File: src/design/csag_pkg.sv
// ----------------------------------------------------------------------------
// csag_pkg: shared types and constants for the color sensor auto-gain block
// Derivation of integration steps, base gain and full scale from the poll
// interval, gain ratio table and result transaction type.
// ----------------------------------------------------------------------------
package csag_pkg;

   localparam int CHANNELS  = 4;
   localparam int COUNT_W   = 16;
   localparam int NORM_W    = 24;
   localparam int GAIN_W    = 2;
   localparam int FACTOR_W  = 8;
   localparam int POLL_W    = 16;
   localparam int STEPS_W   = 9;
   localparam int FS_W      = 16;
   localparam int FS19_W    = 21;
   localparam int ICODE_W   = 8;
   localparam int ADDR_W    = 3;
   localparam int DATA_W    = 32;

   localparam logic [0:0]        REG_POLL   = 1'b0;
   localparam logic [POLL_W-1:0] RESET_POLL = 16'd100;

   localparam logic [GAIN_W-1:0] GAIN_1X  = 2'd0;
   localparam logic [GAIN_W-1:0] GAIN_4X  = 2'd1;
   localparam logic [GAIN_W-1:0] GAIN_16X = 2'd2;
   localparam logic [GAIN_W-1:0] GAIN_60X = 2'd3;

   typedef struct packed {
      logic [GAIN_W-1:0]  base;
      logic [FS_W-1:0]    fs;
      logic [FS19_W-1:0]  fs19;
      logic [ICODE_W-1:0] int_code;
   } cfg_type;

   typedef struct packed {
      logic              load;
      logic [GAIN_W-1:0] base;
   } gain_load_type;

   typedef struct packed {
      logic [CHANNELS-1:0][NORM_W-1:0] norm;
      logic [GAIN_W-1:0]               next_gain;
      logic                            changed;
      logic [ICODE_W-1:0]              int_code;
   } rsp_type;

   // steps = round(clamp(poll - 10, 2.4, 614.4) / 2.4) = (5t + 6) / 12
   // /12 done as /4 then x/3 by reciprocal 683/2048 (exact for x < 770)
   function automatic cfg_type derive_cfg(input logic [POLL_W-1:0] poll);
      logic [9:0]         t;
      logic [11:0]        x;
      logic [19:0]        prod;
      logic [STEPS_W-1:0] steps;
      logic [FS_W-1:0]    fs;
      cfg_type            c;
      t    = 10'(poll - 16'd10);
      x    = 12'(t) * 12'd5 + 12'd6;
      prod = 20'(x[11:2]) * 20'd683;
      if (poll <= 16'd12) begin
         steps = 9'd1;
      end else if (poll >= 16'd625) begin
         steps = 9'd256;
      end else begin
         steps = prod[19:11];
      end
      if (steps <= 9'd8) begin
         c.base = GAIN_60X;
      end else if (steps <= 9'd33) begin
         c.base = GAIN_16X;
      end else if (steps <= 9'd83) begin
         c.base = GAIN_4X;
      end else begin
         c.base = GAIN_1X;
      end
      fs         = (steps >= 9'd64) ? 16'hFFFF : {steps[5:0], 10'b0};
      c.fs       = fs;
      c.fs19     = 21'(fs) * 21'd19;
      c.int_code = 8'(9'd256 - steps);
      return c;
   endfunction

   // 4 * gain_x[base] / gain_x[cur]; cur never exceeds base
   function automatic logic [FACTOR_W-1:0] scale_factor(input logic [GAIN_W-1:0] base,
                                                        input logic [GAIN_W-1:0] cur);
      logic [FACTOR_W-1:0] f;
      case ({base, cur})
         {GAIN_4X,  GAIN_1X}:  f = 8'd16;
         {GAIN_16X, GAIN_1X}:  f = 8'd64;
         {GAIN_60X, GAIN_1X}:  f = 8'd240;
         {GAIN_16X, GAIN_4X}:  f = 8'd16;
         {GAIN_60X, GAIN_4X}:  f = 8'd60;
         {GAIN_60X, GAIN_16X}: f = 8'd15;
         default:              f = 8'd4;
      endcase
      return f;
   endfunction

endpackage

File: src/design/csag_lane.sv
// ----------------------------------------------------------------------------
// csag_lane: per-channel gain normalization
// Scales one raw count by the base/current gain ratio, 2 fraction bits.
// ----------------------------------------------------------------------------
module csag_lane
   import csag_pkg::*;
(
   input  logic [COUNT_W-1:0]  count,
   input  logic [FACTOR_W-1:0] factor,
   output logic [NORM_W-1:0]   norm
);

   assign norm = NORM_W'(count) * NORM_W'(factor);

endmodule

File: src/design/csag_merge.sv
// ----------------------------------------------------------------------------
// csag_merge: peak detect and gain decision
// Finds the channel peak and steps the gain down on near-clip, up on dim.
// ----------------------------------------------------------------------------
module csag_merge
   import csag_pkg::*;
(
   input  logic [CHANNELS-1:0][COUNT_W-1:0] counts,
   input  logic [GAIN_W-1:0]                cur_gain,
   input  cfg_type                          cfg,
   output logic [GAIN_W-1:0]                next_gain
);

   logic [COUNT_W-1:0] peak;
   logic [FS19_W-1:0]  peak20;
   logic [19:0]        peak10;
   logic               near_clip;
   logic               dim;

   always_comb begin
      peak = '0;
      for (int i = 0; i < CHANNELS; i++) begin
         if (counts[i] > peak) begin
            peak = counts[i];
         end
      end
   end

   assign peak20    = FS19_W'(peak) * FS19_W'(20);
   assign peak10    = 20'(peak) * 20'd10;
   assign near_clip = peak20 >= cfg.fs19;
   assign dim       = peak10 <= 20'(cfg.fs);

   always_comb begin
      if (near_clip && cur_gain != GAIN_1X) begin
         next_gain = cur_gain - 2'd1;
      end else if (dim && cur_gain < cfg.base) begin
         next_gain = cur_gain + 2'd1;
      end else begin
         next_gain = cur_gain;
      end
   end

endmodule

File: src/design/csag_cfg.sv
// ----------------------------------------------------------------------------
// csag_cfg: APB register file
// Holds the poll interval and the settings derived from it on each write.
// ----------------------------------------------------------------------------
module csag_cfg
   import csag_pkg::*;
(
   input  logic              clock,
   input  logic              reset,
   input  logic              psel,
   input  logic              penable,
   input  logic              pwrite,
   input  logic [ADDR_W-1:0] paddr,
   input  logic [DATA_W-1:0] pwdata,
   output logic [DATA_W-1:0] prdata,
   output logic              pready,
   output cfg_type           cfg,
   output gain_load_type     gain_load
);

   logic [POLL_W-1:0] poll_ff, poll_in;
   cfg_type           cfg_ff, cfg_in;
   cfg_type           derived;
   logic              wr;

   assign pready  = 1'b1;
   assign wr      = psel && penable && pwrite && (paddr[2] == REG_POLL);
   assign derived = derive_cfg(pwdata[POLL_W-1:0]);

   always_comb begin
      poll_in = poll_ff;
      cfg_in  = cfg_ff;
      if (wr) begin
         poll_in = pwdata[POLL_W-1:0];
         cfg_in  = derived;
      end
   end

   always_ff @(posedge clock) begin
      if (reset) begin
         poll_ff <= RESET_POLL;
         cfg_ff  <= derive_cfg(RESET_POLL);
      end else begin
         poll_ff <= poll_in;
         cfg_ff  <= cfg_in;
      end
   end

   assign prdata         = (paddr[2] == REG_POLL) ? DATA_W'(poll_ff) : '0;
   assign cfg            = cfg_ff;
   assign gain_load.load = wr;
   assign gain_load.base = derived.base;

endmodule

File: src/design/color_sensor_auto_gain.sv
// ----------------------------------------------------------------------------
// color_sensor_auto_gain: auto-gain normalizer for a four-channel color sensor
// Output: accepted req registered into rsp; a skid register absorbs one stall.
// Throughput: one transaction per cycle while the skid is empty; peak, gain
//   step and lane multiplies all settle in the accept cycle.
// Reset: synchronous; poll interval 100 ms, gain step 4x, outputs empty.
// ----------------------------------------------------------------------------
module color_sensor_auto_gain
   import csag_pkg::*;
(
   input  logic                clock,
   input  logic                reset,
   input  logic                req_valid,
   output logic                req_ready,
   input  logic [COUNT_W-1:0]  req_clear_count,
   input  logic [COUNT_W-1:0]  req_red_count,
   input  logic [COUNT_W-1:0]  req_green_count,
   input  logic [COUNT_W-1:0]  req_blue_count,
   output logic                rsp_valid,
   input  logic                rsp_ready,
   output logic [NORM_W-1:0]   rsp_norm_clear,
   output logic [NORM_W-1:0]   rsp_norm_red,
   output logic [NORM_W-1:0]   rsp_norm_green,
   output logic [NORM_W-1:0]   rsp_norm_blue,
   output logic [GAIN_W-1:0]   rsp_next_gain_code,
   output logic                rsp_gain_changed,
   output logic [ICODE_W-1:0]  rsp_integration_code,
   input  logic                psel,
   input  logic                penable,
   input  logic                pwrite,
   input  logic [ADDR_W-1:0]   paddr,
   input  logic [DATA_W-1:0]   pwdata,
   output logic [DATA_W-1:0]   prdata,
   output logic                pready
);

   localparam cfg_type RESET_CFG = derive_cfg(RESET_POLL);

   cfg_type                          cfg;
   gain_load_type                    gain_load;
   logic [CHANNELS-1:0][COUNT_W-1:0] counts;
   logic [CHANNELS-1:0][NORM_W-1:0]  norm;
   logic [FACTOR_W-1:0]              factor;
   logic [GAIN_W-1:0]                next_gain;
   logic [GAIN_W-1:0]                cur_gain_ff, cur_gain_in;
   rsp_type                          result;
   rsp_type                          out_ff, out_in;
   rsp_type                          skid_ff, skid_in;
   logic                             rsp_valid_ff, rsp_valid_in;
   logic                             skid_valid_ff, skid_valid_in;
   logic                             accept;

   csag_cfg u_cfg (
      .clock     (clock),
      .reset     (reset),
      .psel      (psel),
      .penable   (penable),
      .pwrite    (pwrite),
      .paddr     (paddr),
      .pwdata    (pwdata),
      .prdata    (prdata),
      .pready    (pready),
      .cfg       (cfg),
      .gain_load (gain_load)
   );

   assign counts[0] = req_clear_count;
   assign counts[1] = req_red_count;
   assign counts[2] = req_green_count;
   assign counts[3] = req_blue_count;
   assign factor    = scale_factor(cfg.base, cur_gain_ff);

   for (genvar g = 0; g < CHANNELS; g++) begin : g_lane
      csag_lane u_lane (
         .count  (counts[g]),
         .factor (factor),
         .norm   (norm[g])
      );
   end

   csag_merge u_merge (
      .counts    (counts),
      .cur_gain  (cur_gain_ff),
      .cfg       (cfg),
      .next_gain (next_gain)
   );

   assign result.norm      = norm;
   assign result.next_gain = next_gain;
   assign result.changed   = next_gain != cur_gain_ff;
   assign result.int_code  = cfg.int_code;

   assign req_ready = !skid_valid_ff;
   assign accept    = req_valid && req_ready;

   always_comb begin
      cur_gain_in = cur_gain_ff;
      if (gain_load.load) begin
         cur_gain_in = gain_load.base;
      end else if (accept) begin
         cur_gain_in = next_gain;
      end
   end

   always_comb begin
      out_in        = out_ff;
      skid_in       = skid_ff;
      rsp_valid_in  = rsp_valid_ff;
      skid_valid_in = skid_valid_ff;
      if (!rsp_valid_ff || rsp_ready) begin
         if (skid_valid_ff) begin
            out_in        = skid_ff;
            rsp_valid_in  = 1'b1;
            skid_valid_in = 1'b0;
         end else begin
            out_in       = result;
            rsp_valid_in = accept;
         end
      end else if (accept) begin
         skid_in       = result;
         skid_valid_in = 1'b1;
      end
   end

   always_ff @(posedge clock) begin
      if (reset) begin
         cur_gain_ff   <= RESET_CFG.base;
         rsp_valid_ff  <= 1'b0;
         skid_valid_ff <= 1'b0;
      end else begin
         cur_gain_ff   <= cur_gain_in;
         rsp_valid_ff  <= rsp_valid_in;
         skid_valid_ff <= skid_valid_in;
      end
   end

   always_ff @(posedge clock) begin
      out_ff  <= out_in;
      skid_ff <= skid_in;
   end

   assign rsp_valid            = rsp_valid_ff;
   assign rsp_norm_clear       = out_ff.norm[0];
   assign rsp_norm_red         = out_ff.norm[1];
   assign rsp_norm_green       = out_ff.norm[2];
   assign rsp_norm_blue        = out_ff.norm[3];
   assign rsp_next_gain_code   = out_ff.next_gain;
   assign rsp_gain_changed     = out_ff.changed;
   assign rsp_integration_code = out_ff.int_code;

   a_gain_le_base: assert property (@(posedge clock) disable iff (reset)
      cur_gain_ff <= cfg.base)
      else $error("gain step above base gain");

   a_skid_implies_out: assert property (@(posedge clock) disable iff (reset)
      skid_valid_ff |-> rsp_valid_ff)
      else $error("skid holds a transaction while output is empty");

   a_gain_follows: assert property (@(posedge clock) disable iff (reset)
      (accept && !gain_load.load) |=> cur_gain_ff == $past(next_gain))
      else $error("gain step not advanced on accepted transaction");

   a_changed_flag: assert property (@(posedge clock) disable iff (reset)
      (accept && (!rsp_valid_ff || rsp_ready) && !skid_valid_ff) |=>
         out_ff.changed == (out_ff.next_gain != $past(cur_gain_ff)))
      else $error("gain_changed inconsistent with gain steps");

endmodule
File: config.mk
export PLATFORM = sky130hd
export DESIGN_NAME = color_sensor_auto_gain
export DESIGN_NICKNAME = d
export VERILOG_FILES = /design/src/design/csag_pkg.sv /design/src/design/csag_lane.sv /design/src/design/csag_merge.sv /design/src/design/csag_cfg.sv /design/src/design/color_sensor_auto_gain.sv
export SDC_FILE = /design/constraint.sdc
export NUM_CORES = 2
export LEC_CHECK = 0
export ABC_CLOCK_PERIOD_IN_PS = 13150
export BUFFER_PORTS_ARGS = -buffer_cell sky130_fd_sc_hd__buf_2
export CAP_MARGIN = 20
export CORE_MARGIN = 5
export CORE_UTILIZATION = 62
export CTS_BUF_LIST = sky130_fd_sc_hd__clkbuf_8
export DETAILED_ROUTE_END_ITERATION = 10
export HOLD_SLACK_MARGIN = 0.08
export PLACE_DENSITY = 0.83
export SYNTH_ARGS = -nofsm -noshare
export SYNTH_HDL_FRONTEND = slang
export SYNTH_SLANG_ARGS = --single-unit
File: constraint.sdc
create_clock -name clock -period 13.15 [get_ports clock]
set_input_delay 0.6575 -clock clock [delete_from_list [all_inputs] [get_ports clock]]
set_output_delay 0.6575 -clock clock [all_outputs]
set_load 0.02 [all_outputs]
==> run_results.csv <==
group,metric,value,unit
layout,seq_area,0.007391,mm2
worst_setup_path,cp_common_cell,"ha_1",
layout,multi_input_area,0.02194,mm2
route,drc,0,
route,antenna_left,0,
synthesis,yosysWarnings,0,
synthesis,yosysTopAreaCellShare,23.00,%
global_routing,track_usage,25.89,%
worst_hold_path,min_from,"pwdata[11]",
sta,finalCriticalPeriod,11.33,ns
power,power.total,0.007390,W
floorplan,dieArea,0.05557,mm2
synthesis,ys_seq_elements,262,
clocking,cts_root_buf,"clkbuf_8",
synthesis,synth-seq-area-share,23.38,%
layout,syn_to_final_growth,8.119,%
worst_hold_path,whs_path_depth,3,
global_routing,grt_overflow,0,
floorplan,start_util,62.84,%
floorplan,rows,82,
worst_hold_path,hp-class,"input port to register",
clocking,worstSkewPairLatency,0.63,ns
layout,fill_cells,3867,
status,status,"finished clean",
sta,fin_setup_tns,0,ns
placed_design,place.port_buffers,212,
synthesis,synth-main-ff-cell,"edfxtp_1",
worst_setup_path,r2r_start,"cur_gain_ff[0]",
power,p_sw_share,49.40,%
worst_setup_path,cp-end-kind,"register",
floorplan,core_area,0.05027,mm2
sta,hold_viol,0,
worst_setup_path,path_buf_inv,3,
route,viasPerCell,5.691,
global_routing,grt_pass1_vias,24021,
clocking,tritoncts,"yes",
route,drtIter0Drc,1377,
clocking,clock_sinks,262,
power,pwr-share-seq,15.2,%
sta,fin_crit_sh,86.15,%
run,max-cap-violations,0,
worst_setup_path,crit_family,"compound AO/OA/AOI/OAI gates",
floorplan,pin_count,248,
power,powerDensity,216.3,mW/mm2
sta,max_freq,88.28,MHz
sta,max_slew_margin,25.96,%
worst_setup_path,worst-r2r-cell-count,24,
synthesis,synth_top_area_cell,"fa_1",
power,clkPwrFrac,10.3,%
clocking,post_cts_buffers,0,
global_routing,grt_pass1_wl,119.5,mm
sta,fin_skew,0.03571,ns
sta,setup_viol,0,
sta,hold_ws,0.2945,ns
synthesis,synth_area,0.03159,mm2
global_routing,grt_max_degree,65,
clocking,cts_made_buffers,45,
worst_setup_path,cp_data_arrival_time,11.69,ns
worst_setup_path,rr_endpoint,"rsp_norm_red[22]",
route,drtPass1Iterations,7,
clocking,hold_buffers,0,
power,vdd_drop_max,0.4339,mV
sta,rsz0062_at_grt,"no",
layout,num-nets-final,4301,
worst_hold_path,whs_endpoint,"u_cfg.poll_ff[11]",
power,p_sw,0.003650,W
placed_design,gp_congestion,0.9189,
sta,drv_slew,0,
power,combPwrFrac,74.5,%
floorplan,fp.dieH,235.7,um
power,intPower,0.003739,W
synthesis,ys_types,83,
route,wl_per_cell,17.23,um
sta,worst-slew-pin-transition,1.107,ns
worst_setup_path,reg2reg_slack,5.42,ns
worst_setup_path,slowest_delay,0.76,ns
layout,drive_above_1_share,11.86,%
clocking,ctsHtreeMaxLevel,2,
worst_setup_path,crit_fanout,30,
route,via_count,23754,
synthesis,postSynthCellCount,3284,
synthesis,synth_edf_count,214,
power,p_leak,16.43,nW
route,postRouteWirelength,71.94,mm
synthesis,syn_area_per_cell,9.620,um2
clocking,clkTransAtPathRegs,0.07,ns
global_routing,antenna_found_initial,13,
worst_setup_path,crit_type,"input port to register",
placed_design,dp_hpwl,55.48,mm
floorplan,dieWidth,235.7,um
clocking,cts_buffer_depth,3,
synthesis,async_reset_ff_share,0,%
worst_setup_path,cp.required,13.51,ns
layout,final_core_util,67.94,%
synthesis,ys_top_cells_by_area,"fa_1 23%, edfxtp_1 20%, ha_1 15%, inv_1 5.8%, nand2_1 5.5%",
clocking,cts_resized,0,
worst_setup_path,crit_slowest_cell,"o21ai_2",
worst_setup_path,worst_setup_path_start_kind,"input port",
-- through the flow --
stage          setup WS [ns]  std cells  area (um2)
2_1_floorplan          2.067       3300       31650
3_3_place_gp           1.598       4078       33210
3_5_place_dp           1.399       4078       33210
4_1_cts                2.008       4162       34130
5_1_grt                1.058       4170       34150
6_report               1.822       4174       34160
-- sequential cells by signal, summed over array words and instances, names as in the netlist --
signal                cells
rsp_norm_green           24
rsp_norm_blue            24
rsp_next_gain_code        2
skid_ff                 107
cur_gain_ff               2
rsp_valid                 1
rsp_gain_changed          1
u_cfg.cfg                28
rsp_norm_red             24
u_cfg.poll_ff            16
rsp_integration_code      8
skid_valid_ff             1
rsp_norm_clear           24
-- cell type report --
class	count	share of cell area, %
Tap cell	672	2.462
Clock buffer	47	1.894
Clock inverter	37	0.7949
Sequential cell	262	21.64
Inverter	485	5.337
Timing Repair Buffer	232	3.546
Antenna cell	12	0.08791
Multi-Input combinational cell	2427	64.24
-- layout by cell type, fill, tap and decap left out, drive strengths merged, types with 103 or more instances in the layout --
master	count
and2	143
inv	496
ha	379
edfxtp	214
fa	363
nor2	103
a21oi	123
buf	232
nand2	464
o21ai	103
-- power groups by stage --
stage          Clock (W)  Sequential, W  Combinational, W
6_report        0.000765        0.00112           0.00550
5_1_grt         0.000823        0.00113           0.00630
4_1_cts         0.000784        0.00112           0.00550
3_5_place_dp           0        0.00114           0.00543
3_3_place_gp           0        0.00114           0.00529
2_1_floorplan          0        0.00127           0.00415
-- cell families (layout without fill, tap and decap cells) --
logic type	count (synthesis)	count (layout)	share of synthesized area (%)
other	2	30	0.02377
AOI/OAI and AO/OA	438	438	9.101
muxes	94	94	3.315
and+or+nand+nor	1020	1020	15.52
xor gates and xnor gates	115	115	3.188
adders and majority gates	742	742	38.01
DFF	262	262	23.38
buffers and inverters	611	801	7.461
-- synth_stat cells, drive strengths merged, types with 19 or more instances --
cell    instances
xnor2          81
mux2           76
a21o           39
nor2          103
inv           485
o21a           21
or3            19
nand2         464
and3           27
nor2b          77
o211ai         20
ha            379
a21oi         123
and2          143
nand2b         23
fa            363
nor3           68
o21ai         103
nand3          35
xor2           34
clkbuf        108
edfxtp        214
a211oi         25
dfxtp          48
-- worst reg2reg max path, cell delays in order, from the launching register on --
cell and delay (ns):
dfxtp_1 0.34, inv_1 0.22, ha_1 0.20, nor2_1 0.06, nor2_2 0.09, buf_4 0.49, o22a_1 0.60, buf_4 0.57
nand2_1 0.18, fa_1 0.54, fa_1 0.55, inv_1 0.06, fa_1 0.48, inv_1 0.05, fa_1 0.48, inv_1 0.05
ha_1 0.20, or3_1 0.39, o2111ai_1 0.25, a41oi_1 0.20, o41ai_1 0.61, o2111ai_1 0.24, a21oi_1 0.24, xnor2_1 0.11
mux2_2 0.26
-- per-layer routing --
metal / share of wire (%) / track usage (%) / vias up
met1: 42 / 34.73 / 11508
met5: 0.063 / 0 / -
met2: 47 / 42.74 / 823
met4: 2.8 / 7.671 / 8
met3: 8.3 / 5.623 / 160
li1: - / - / 11255
-- worst max path at each step --
stage / cells past startpoint / startpoint / end
finish: 45 / req_clear_count[15] / rsp_gain_changed
global route: 45 / req_clear_count[15] / rsp_gain_changed
CTS: 45 / pwdata[1] / u_cfg.cfg[27]
detailed placement: 46 / pwdata[1] / u_cfg.cfg[28]
global placement: 46 / pwdata[1] / u_cfg.cfg[28]
floorplan: 50 / req_clear_count[13] / rsp_next_gain_code[1]
Power figures use the tool's default switching activity.
